[config.mk]
export PLATFORM = sky130hd
export DESIGN_NAME = sinc3_bitstream_decimator_unit
export DESIGN_NICKNAME = d
export VERILOG_FILES = /design/src/hdl/sinc3_pkg.sv /design/src/hdl/sinc3_front.sv /design/src/hdl/sinc3_queue.sv /design/src/hdl/sinc3_back.sv /design/src/hdl/sinc3_bitstream_decimator_unit.sv
export VERILOG_INCLUDE_DIRS = /design/src /design/src/hdl
export SDC_FILE = /design/constraint.sdc
export NUM_CORES = 1
export LEC_CHECK = 0
export BUFFER_PORTS_ARGS = -buffer_cell sky130_fd_sc_hd__buf_2
export CAP_MARGIN = 20
export CORE_AREA = 10 10 211 213
export CTS_CLUSTER_SIZE = 12
export DETAILED_ROUTE_END_ITERATION = 6
export DIE_AREA = 0 0 221 223
export PLACE_DENSITY = 0.77
export SLEW_MARGIN = 25
export SYNTH_ARGS = -nofsm -noshare
export SYNTH_HDL_FRONTEND = slang
export SYNTH_SLANG_ARGS = --single-unit
[constraint.sdc]
create_clock -name clk -period 4.6 [get_ports clk]
set_input_delay 0.92 -clock clk [delete_from_list [all_inputs] [get_ports clk]]
set_output_delay 0.92 -clock clk [all_outputs]
set_load 0.02 [all_outputs]
[src/hdl/sinc3_bitstream_decimator_unit_defines.svh]
// ----------------------------------------------------------------------------
// sinc3 decimator assertion macros
// Concurrent check helpers, compiled away for synthesis.
// ----------------------------------------------------------------------------
`ifndef SINC3_BITSTREAM_DECIMATOR_UNIT_DEFINES_SVH
`define SINC3_BITSTREAM_DECIMATOR_UNIT_DEFINES_SVH

`ifndef SYNTHESIS
// same-cycle implication
`define SINC3_ASSERT_IMP(lbl, pre, post, msg) \
  lbl: assert property (@(posedge clk) disable iff (rst) (pre) |-> (post)) else $error(msg);
// next-cycle implication
`define SINC3_ASSERT_NEXT(lbl, pre, post, msg) \
  lbl: assert property (@(posedge clk) (pre) |=> (post)) else $error(msg);
`else
`define SINC3_ASSERT_IMP(lbl, pre, post, msg)
`define SINC3_ASSERT_NEXT(lbl, pre, post, msg)
`endif

`endif

[src/hdl/sinc3_pkg.sv]
// ----------------------------------------------------------------------------
// sinc3 decimator package
// Shared widths, reset value and the queue status bundle.
// ----------------------------------------------------------------------------
`default_nettype none

package sinc3_pkg;

  localparam int RATIO_W     = 11;
  localparam int PHASE_W     = 10;
  localparam int RATIO_MAX   = 1024;
  localparam int OUT_W       = 32;
  localparam int QUEUE_DEPTH = 2;

  localparam logic [RATIO_W-1:0] RATIO_RESET = 11'd32;

  typedef struct packed {
    logic full;
    logic empty;
  } queue_status_t;

endpackage

`default_nettype wire

[src/hdl/sinc3_front.sv]
// ----------------------------------------------------------------------------
// sinc3 front end
// Integrator cascade and phase counter; queues the third integrator on the
// last phase of each group.
// ----------------------------------------------------------------------------
`default_nettype none

module sinc3_front #(
  parameter int ACC_WIDTH = 32
) (
  input  wire logic                         clk,
  input  wire logic                         rst,
  input  wire logic                         clear,
  input  wire logic [sinc3_pkg::RATIO_W-1:0] ratio,
  input  wire logic                         in_valid,
  input  wire logic                         in_bit,
  output logic                              in_ready,
  input  wire sinc3_pkg::queue_status_t     status,
  output logic                              push,
  output logic [ACC_WIDTH-1:0]              push_data
);
  import sinc3_pkg::*;

  logic [ACC_WIDTH-1:0] integrator_one;
  logic [ACC_WIDTH-1:0] integrator_two;
  logic [ACC_WIDTH-1:0] integrator_three;
  logic [PHASE_W-1:0]   phase_count;
  logic [PHASE_W-1:0]   phase_last;
  logic [RATIO_W-1:0]   ratio_dec;
  logic [ACC_WIDTH-1:0] step_value;
  logic                 accept;
  logic                 last;

  assign ratio_dec = ratio - RATIO_W'(1);

  always_comb begin
    priority if (ratio == '0) begin
      phase_last = '0;
    end else if (ratio > RATIO_W'(RATIO_MAX)) begin
      phase_last = PHASE_W'(RATIO_MAX - 1);
    end else begin
      phase_last = ratio_dec[PHASE_W-1:0];
    end
  end

  // bit 0 maps to +1, bit 1 to all ones (-1)
  assign step_value = {{(ACC_WIDTH-1){in_bit}}, 1'b1};

  // hold off input while the queue is full or a ratio write clears the filter
  assign in_ready  = !status.full && !clear;
  assign accept    = in_valid && in_ready;
  assign last      = phase_count >= phase_last;
  assign push      = accept && last && !clear;
  assign push_data = integrator_three;

  always_ff @(posedge clk) begin
    if (rst || clear) begin
      integrator_one   <= '0;
      integrator_two   <= '0;
      integrator_three <= '0;
      phase_count      <= '0;
    end else if (accept) begin
      integrator_three <= integrator_three + integrator_two;
      integrator_two   <= integrator_two + integrator_one;
      integrator_one   <= integrator_one + step_value;
      if (last) begin
        phase_count <= '0;
      end else begin
        phase_count <= phase_count + PHASE_W'(1);
      end
    end
  end

endmodule

`default_nettype wire

[src/hdl/sinc3_queue.sv]
// ----------------------------------------------------------------------------
// sinc3 sample queue
// Short FIFO of integrator snapshots between front and back.
// ----------------------------------------------------------------------------
`default_nettype none

module sinc3_queue #(
  parameter int ACC_WIDTH = 32
) (
  input  wire logic                     clk,
  input  wire logic                     rst,
  input  wire logic                     clear,
  input  wire logic                     push,
  input  wire logic [ACC_WIDTH-1:0]     push_data,
  input  wire logic                     pop,
  output logic [ACC_WIDTH-1:0]          pop_data,
  output sinc3_pkg::queue_status_t      status
);
  import sinc3_pkg::*;

  localparam int PTR_W = $clog2(QUEUE_DEPTH);
  localparam int CNT_W = $clog2(QUEUE_DEPTH + 1);

  logic [ACC_WIDTH-1:0] entries [QUEUE_DEPTH];
  logic [PTR_W-1:0]     wr_ptr;
  logic [PTR_W-1:0]     rd_ptr;
  logic [CNT_W-1:0]     count;
  logic                 do_push;
  logic                 do_pop;

  assign status.full  = count == CNT_W'(QUEUE_DEPTH);
  assign status.empty = count == '0;
  assign do_push      = push && !status.full;
  assign do_pop       = pop && !status.empty;
  assign pop_data     = entries[rd_ptr];

  always_ff @(posedge clk) begin
    if (do_push) begin
      entries[wr_ptr] <= push_data;
    end
  end

  always_ff @(posedge clk) begin
    if (rst || clear) begin
      wr_ptr <= '0;
      rd_ptr <= '0;
      count  <= '0;
    end else begin
      if (do_push) begin
        wr_ptr <= (wr_ptr == PTR_W'(QUEUE_DEPTH - 1)) ? '0 : wr_ptr + PTR_W'(1);
      end
      if (do_pop) begin
        rd_ptr <= (rd_ptr == PTR_W'(QUEUE_DEPTH - 1)) ? '0 : rd_ptr + PTR_W'(1);
      end
      unique case ({do_push, do_pop})
        2'b10:   count <= count + CNT_W'(1);
        2'b01:   count <= count - CNT_W'(1);
        default: count <= count;
      endcase
    end
  end

endmodule

`default_nettype wire

[src/hdl/sinc3_back.sv]
// ----------------------------------------------------------------------------
// sinc3 back end
// Comb cascade on queued snapshots and the output register.
// ----------------------------------------------------------------------------
`default_nettype none

module sinc3_back #(
  parameter int ACC_WIDTH = 32
) (
  input  wire logic                       clk,
  input  wire logic                       rst,
  input  wire logic                       clear,
  input  wire sinc3_pkg::queue_status_t   status,
  input  wire logic [ACC_WIDTH-1:0]       pop_data,
  output logic                            pop,
  output logic                            out_valid,
  input  wire logic                       out_ready,
  output logic [sinc3_pkg::OUT_W-1:0]     out_data
);
  import sinc3_pkg::*;

  logic [ACC_WIDTH-1:0] integrator_three_delayed;
  logic [ACC_WIDTH-1:0] comb_one;
  logic [ACC_WIDTH-1:0] comb_one_delayed;
  logic [ACC_WIDTH-1:0] comb_two;
  logic [ACC_WIDTH-1:0] comb_two_delayed;
  logic [ACC_WIDTH-1:0] third;
  logic [OUT_W-1:0]     third_out;

  assign pop   = !status.empty && (!out_valid || out_ready) && !clear;
  assign third = comb_two - comb_two_delayed;

  generate
    if (ACC_WIDTH >= OUT_W) begin : g_trunc
      assign third_out = third[OUT_W-1:0];
    end else begin : g_sext
      assign third_out = {{(OUT_W-ACC_WIDTH){third[ACC_WIDTH-1]}}, third};
    end
  endgenerate

  always_ff @(posedge clk) begin
    if (rst || clear) begin
      integrator_three_delayed <= '0;
      comb_one                 <= '0;
      comb_one_delayed         <= '0;
      comb_two                 <= '0;
      comb_two_delayed         <= '0;
    end else if (pop) begin
      comb_two_delayed         <= comb_two;
      comb_two                 <= comb_one - comb_one_delayed;
      comb_one_delayed         <= comb_one;
      comb_one                 <= pop_data - integrator_three_delayed;
      integrator_three_delayed <= pop_data;
    end
  end

  always_ff @(posedge clk) begin
    if (rst || clear) begin
      out_valid <= 1'b0;
    end else if (pop) begin
      out_valid <= 1'b1;
    end else if (out_ready) begin
      out_valid <= 1'b0;
    end
  end

  always_ff @(posedge clk) begin
    if (pop) begin
      out_data <= third_out;
    end
  end

endmodule

`default_nettype wire

[src/hdl/sinc3_bitstream_decimator_unit.sv]
// ----------------------------------------------------------------------------
// sinc3 bitstream decimator
// Third-order CIC decimator for a one-bit sigma-delta stream.
// ----------------------------------------------------------------------------
//  channel   dir  signals                      payload
//  s_*       in   s_tvalid s_tready s_tdata    [0] modulator_bit, [7:1] zero
//  m_*       out  m_tvalid m_tready m_tdata    [31:0] decimated_value
//  cfg_*     in   cfg_valid cfg_ready cfg_data [10:0] decimation_ratio
//
//  One modulator bit per cycle while s_tready is high, set by the integrator
//  cascade (one add per stage per cycle). One result per decimation_ratio bits
//  (0 as 1, max 1024), each queued and then registered onto m_tdata. Reset:
//  ratio 32, all filter state zero. A ratio write clears the filter and holds
//  s_tready low while offered. A two-entry queue between integrators and combs
//  absorbs output stalls; otherwise s_tready drops only when it is full.
// ----------------------------------------------------------------------------
`default_nettype none

`include "sinc3_bitstream_decimator_unit_defines.svh"

module sinc3_bitstream_decimator_unit #(
  parameter int ACC_WIDTH = 32
) (
  input  wire logic                          clk,
  input  wire logic                          rst,
  input  wire logic                          s_tvalid,
  output logic                               s_tready,
  input  wire logic [7:0]                    s_tdata,   // [0] modulator_bit
  output logic                               m_tvalid,
  input  wire logic                          m_tready,
  output logic [sinc3_pkg::OUT_W-1:0]        m_tdata,   // [31:0] decimated_value
  input  wire logic                          cfg_valid,
  output logic                               cfg_ready,
  input  wire logic [sinc3_pkg::RATIO_W-1:0] cfg_data   // [10:0] decimation_ratio
);
  import sinc3_pkg::*;

  logic [RATIO_W-1:0]   decimation_ratio;
  logic                 clear;
  logic                 push;
  logic [ACC_WIDTH-1:0] push_data;
  logic                 pop;
  logic [ACC_WIDTH-1:0] pop_data;
  queue_status_t        status;

  assign cfg_ready = 1'b1;
  assign clear     = cfg_valid && cfg_ready;

  always_ff @(posedge clk) begin
    if (rst) begin
      decimation_ratio <= RATIO_RESET;
    end else if (clear) begin
      decimation_ratio <= cfg_data;
    end
  end

  sinc3_front #(.ACC_WIDTH(ACC_WIDTH)) u_front (
    .clk       (clk),
    .rst       (rst),
    .clear     (clear),
    .ratio     (decimation_ratio),
    .in_valid  (s_tvalid),
    .in_bit    (s_tdata[0]),
    .in_ready  (s_tready),
    .status    (status),
    .push      (push),
    .push_data (push_data)
  );

  sinc3_queue #(.ACC_WIDTH(ACC_WIDTH)) u_queue (
    .clk       (clk),
    .rst       (rst),
    .clear     (clear),
    .push      (push),
    .push_data (push_data),
    .pop       (pop),
    .pop_data  (pop_data),
    .status    (status)
  );

  sinc3_back #(.ACC_WIDTH(ACC_WIDTH)) u_back (
    .clk       (clk),
    .rst       (rst),
    .clear     (clear),
    .status    (status),
    .pop_data  (pop_data),
    .pop       (pop),
    .out_valid (m_tvalid),
    .out_ready (m_tready),
    .out_data  (m_tdata)
  );

  `SINC3_ASSERT_IMP(a_no_overflow, push, !status.full, "push into full queue")
  `SINC3_ASSERT_IMP(a_no_underflow, pop, !status.empty, "pop from empty queue")
  `SINC3_ASSERT_NEXT(a_clear_flushes, clear || rst, !m_tvalid && status.empty, "not cleared")

endmodule

`default_nettype wire

==> impl_metrics.tcl <==
set metrics [dict create \
    core_area_sq_um 40370 \
    fin_crit_ns 4.209 \
    flop_and_latch_count_out_of_synthesis 379 \
    syn2layout_area_growth_pct 9.125 \
    synthesis.nets 2970 \
    final_max_tran_viols 0 \
    outcome "finished clean" \
    setup_repair_after_global_routing_missed_its_margin "false" \
    io-pin-count 59 \
    max-vdd-ir-drop_uv 233.3 \
    finalWorstSetupSlack_ns 0.3911 \
    worstPathCellList "or4_1 -> nor4_4 -> nor3b_2 -> buf_4 -> nor2_1 -> o21ai_0 -> ha_1 -> a21o_1 -> a21o_1 -> a21o_1 -> a21o_1 -> a21oi_1 -> o21ai_0 -> a41oi_2 -> ha_1 -> or3_1 -> a21oi_1" \
    report.final.hold_viol_count 0 \
    starting_density_of_the_core 0.5700 \
    num-nets-final 2975 \
    internal-power_mw 5.425 \
    via_count_of_the_first_global_routing_pass 18110 \
    ctsHtreeMaxLevel 2 \
    die-area_sq_um 49280 \
    clock_insertion_delay_worst_skew_ns 0.55 \
    criticalPathCategory "register to register" \
    clockBufferDepth 3 \
    dp_hpwl_microns 33770 \
    r2r_end "u_queue.count[1]$_SDFFE_PP0P_" \
    routedWlPerCell_microns 14.40 \
    power.leakage_nw 10.16 \
    netlist_area_sq_um 23010 \
    drt-vias-per-instance 5.684 \
    critical_path_buf_inv_count 1 \
    fmax_ghz 0.2376 \
    worstHoldStart "u_back.integrator_three_delayed[13]$_SDFFE_PP0P_" \
    mostFrequentLayoutCell "sky130_fd_sc_hd__nand2_1" \
    grt.total_usage 0.1858 \
    route.detailed.drc 0 \
    yosys_warnings 0 \
    drive_gt1_frac 0.07449 \
    place_worst_setup_slack_ns 0.2856 \
    postRouteAntennaNets 0 \
    power_density_over_the_cells_nw_per_um2 278.0 \
    cts.clk_slew.worst_paths_ns 0.06 \
    max_cap_violations 0 \
    synth_edf_count 96 \
    worst_path_dominant_cell_family "simple AND/OR/NAND/NOR gates" \
    numCtsBuffers 42 \
    tritoncts "yes" \
    sequential_cell_area_sq_um 8548 \
    syn-instance-count 2742 \
    arrival_ns 4.68 \
    post-route-cell-area_sq_um 25110 \
    critPathMaxFanout 5 \
    routed-via-count 18820 \
    port_buffers 50 \
    first_pass_iters 5 \
    die-height_microns 223 \
    nFillCells 3387 \
    synth.lib_cells_used.distinct 89 \
    floorplan.die.width_microns 221 \
    crit-reg2reg-launch "decimation_ratio[2]$_SDFFE_PP0P_" \
    p_seq_frac 0.492 \
    cts_root_buf "sky130_fd_sc_hd__clkbuf_16" \
    timing.critical_path.from "decimation_ratio[2]$_SDFFE_PP0P_" \
    cpPeakStageDelay_ns 0.65 \
    grt_first_pass_wirelength_microns 82130 \
    tightestPinTransition_ns 0.6324 \
    timing.max_slew.rel_slack 0.5748 \
    utilization 0.6220 \
    power.switching_mw 1.555 \
    place_area_sq_um 23720 \
    worst_setup_path_end_kind "register" \
    clock_sink_count 379 \
    synthesis.area_per_instance_sq_um 8.392 \
    critical_path_required_ns 5.07 \
    crit_slowest_cell "sky130_fd_sc_hd__or4_1" \
    postSynth.topFlopCell "sky130_fd_sc_hd__dfxtp_1" \
    r2r_slack_ns 0.39 \
    yosysSeqAreaShare 0.3715 \
    clock_power_share 0.462 \
    final_cell_mix "493 x sky130_fd_sc_hd__nand2_1, 362 x sky130_fd_sc_hd__a21oi_1, 283 x sky130_fd_sc_hd__dfxtp_1" \
    globalRouteOverflowTotal 0 \
    multiInputGateArea_sq_um 13570 \
    hold_path.class "register to register" \
    netSwitchingFraction 0.2228 \
    timing.final.crit_share 0.9150 \
    postRouteWirelength_microns 47690 \
    final-setup-viol-count 0 \
    skew_ns 0.01493 \
    holdPathEnd "u_back.integrator_three_delayed[13]$_SDFFE_PP0P_" \
    report.power.total_mw 6.981 \
    combinationalPowerShare 0.046 \
    pin_count_of_the_biggest_net_entering_global_routing 104 \
    number_of_antenna_violations_at_the_first_check_in_global_routing 0 \
    critical_path_depth 17 \
    hold-path-cell-count 2 \
    finalWeightedCongestion 0.8488 \
    antennaDiodeCount 0 \
    dr.first_iter.drc_count 1142 \
    most_repeated_library_cell_on_the_critical_path "sky130_fd_sc_hd__a21o_1" \
    worstRegToRegCells 17 \
    critical_path.startpoint_type "register" \
    placementRows 74 \
    asyncSetResetFlopFracSynth 0 \
    fin_worst_hold_slack_ns 0.4540 \
]
-- worst max-delay path by stage --
stage / endpoint
floorplan: u_queue.entries[0][0]$_DFFE_PP_
global placement: u_queue.count[1]$_SDFFE_PP0P_
detailed placement: u_queue.count[1]$_SDFFE_PP0P_
CTS: u_queue.count[1]$_SDFFE_PP0P_
global route: u_queue.count[1]$_SDFFE_PP0P_
finish: u_queue.count[1]$_SDFFE_PP0P_
-- cell usage after synthesis (23+ instances only) --
master                     count  area [sq um]
sky130_fd_sc_hd__o21ai_0      94         470.5
sky130_fd_sc_hd__nand2b_1     30         187.7
sky130_fd_sc_hd__edfxtp_1     96          2883
sky130_fd_sc_hd__mux2_2       29         326.6
sky130_fd_sc_hd__nor3_1       41         205.2
sky130_fd_sc_hd__a21oi_1     362          1812
sky130_fd_sc_hd__dfxtp_1     283          5665
sky130_fd_sc_hd__nand4_1      25         156.4
sky130_fd_sc_hd__inv_1       134         503.0
sky130_fd_sc_hd__nand2_1     494          1854
sky130_fd_sc_hd__a21o_1      113         848.3
sky130_fd_sc_hd__nand3_1      60         300.3
sky130_fd_sc_hd__a31oi_1      23         143.9
sky130_fd_sc_hd__clkbuf_1    101         379.1
sky130_fd_sc_hd__nor2b_1      30         187.7
sky130_fd_sc_hd__ha_1        198          2477
sky130_fd_sc_hd__and3_1       28         175.2
sky130_fd_sc_hd__xor2_1       75         656.9
sky130_fd_sc_hd__a211oi_1     30         225.2
sky130_fd_sc_hd__nor2_1      159         596.8
sky130_fd_sc_hd__xnor2_1      89         779.5
-- power by group through the flow --
stage | Sequential, mW | Clock, mW | Combinational, mW
4_1_cts | 3.44 | 3.29 | 0.312
2_1_floorplan | 3.50 | 0 | 0.239
3_3_place_gp | 3.51 | 0 | 0.300
6_report | 3.44 | 3.23 | 0.318
5_1_grt | 3.44 | 3.41 | 0.355
3_5_place_dp | 3.51 | 0 | 0.310
-- logic make-up after synthesis --
| logic type | Yosys count | synth area share |
|---|---|---|
| buf+inv | 247 | 0.04056 |
| flops | 379 | 0.3715 |
| other cells | 1 | 0.0001630 |
| simple gates | 930 | 0.1800 |
| compound gates | 769 | 0.2100 |
| fa+ha+maj | 204 | 0.1129 |
| xor+xnor | 164 | 0.06243 |
| mux | 48 | 0.02246 |
-- per-stage QoR --
stage                     std cells  TNS, ns
final                          3311        0
after global placement         3233        0
after CTS                      3309        0
after floorplan                2742   -9.667
after global routing           3311        0
after detailed placement       3233        0
-- worst register-to-register path, delay by kind of cell, from the launching register on --
kind | cells | cell delay [ns]
simple gates | 5 | 1.58
compound gates | 9 | 1.49
fa+ha+maj | 2 | 0.54
flops | 1 | 0.35
buf+inv | 1 | 0.15
-- final cells by class --
class | instances | area share
multi-input cells | 2116 | 0.5403
flip-flops and latches | 379 | 0.3404
clock buffers | 57 | 0.04654
well taps | 532 | 0.02651
inverters | 135 | 0.02038
repair buffers | 73 | 0.01913
clock inverters | 19 | 0.006727
-- metal layers --
metal / up-vias / wire (microns) / GRT usage
met3: 88 / 1561 / 0.02301
met2: 332 / 23190 / 0.3352
met5: - / 0 / 0
li1: 9681 / - / -
met4: 0 / 1147 / 0.05590
met1: 8719 / 21790 / 0.2260
-- registers in the layout (all words and copies together) (netlist names), named ones only --
register,flops
decimation_ratio,11
u_back.comb_one,32
u_back.comb_one_delayed,32
u_back.comb_two,32
u_back.comb_two_delayed,32
u_back.integrator_three_delayed,32
u_back.out_data,32
u_back.out_valid,1
u_front.integrator_one,32
u_front.integrator_two,32
u_front.phase_count,10
u_front.push_data,32
u_queue.count,2
u_queue.entries,64
u_queue.rd_ptr,1
u_queue.wr_ptr,1
-- what timing repair did --
item / CTS / global route
endpoints found under the setup margin: 0 / 1
buffers inserted: 0 / 1
hold buffers: 0 / 0
gates resized for setup: 0 / 2
Note: power is estimated with default switching activity, not from simulation.
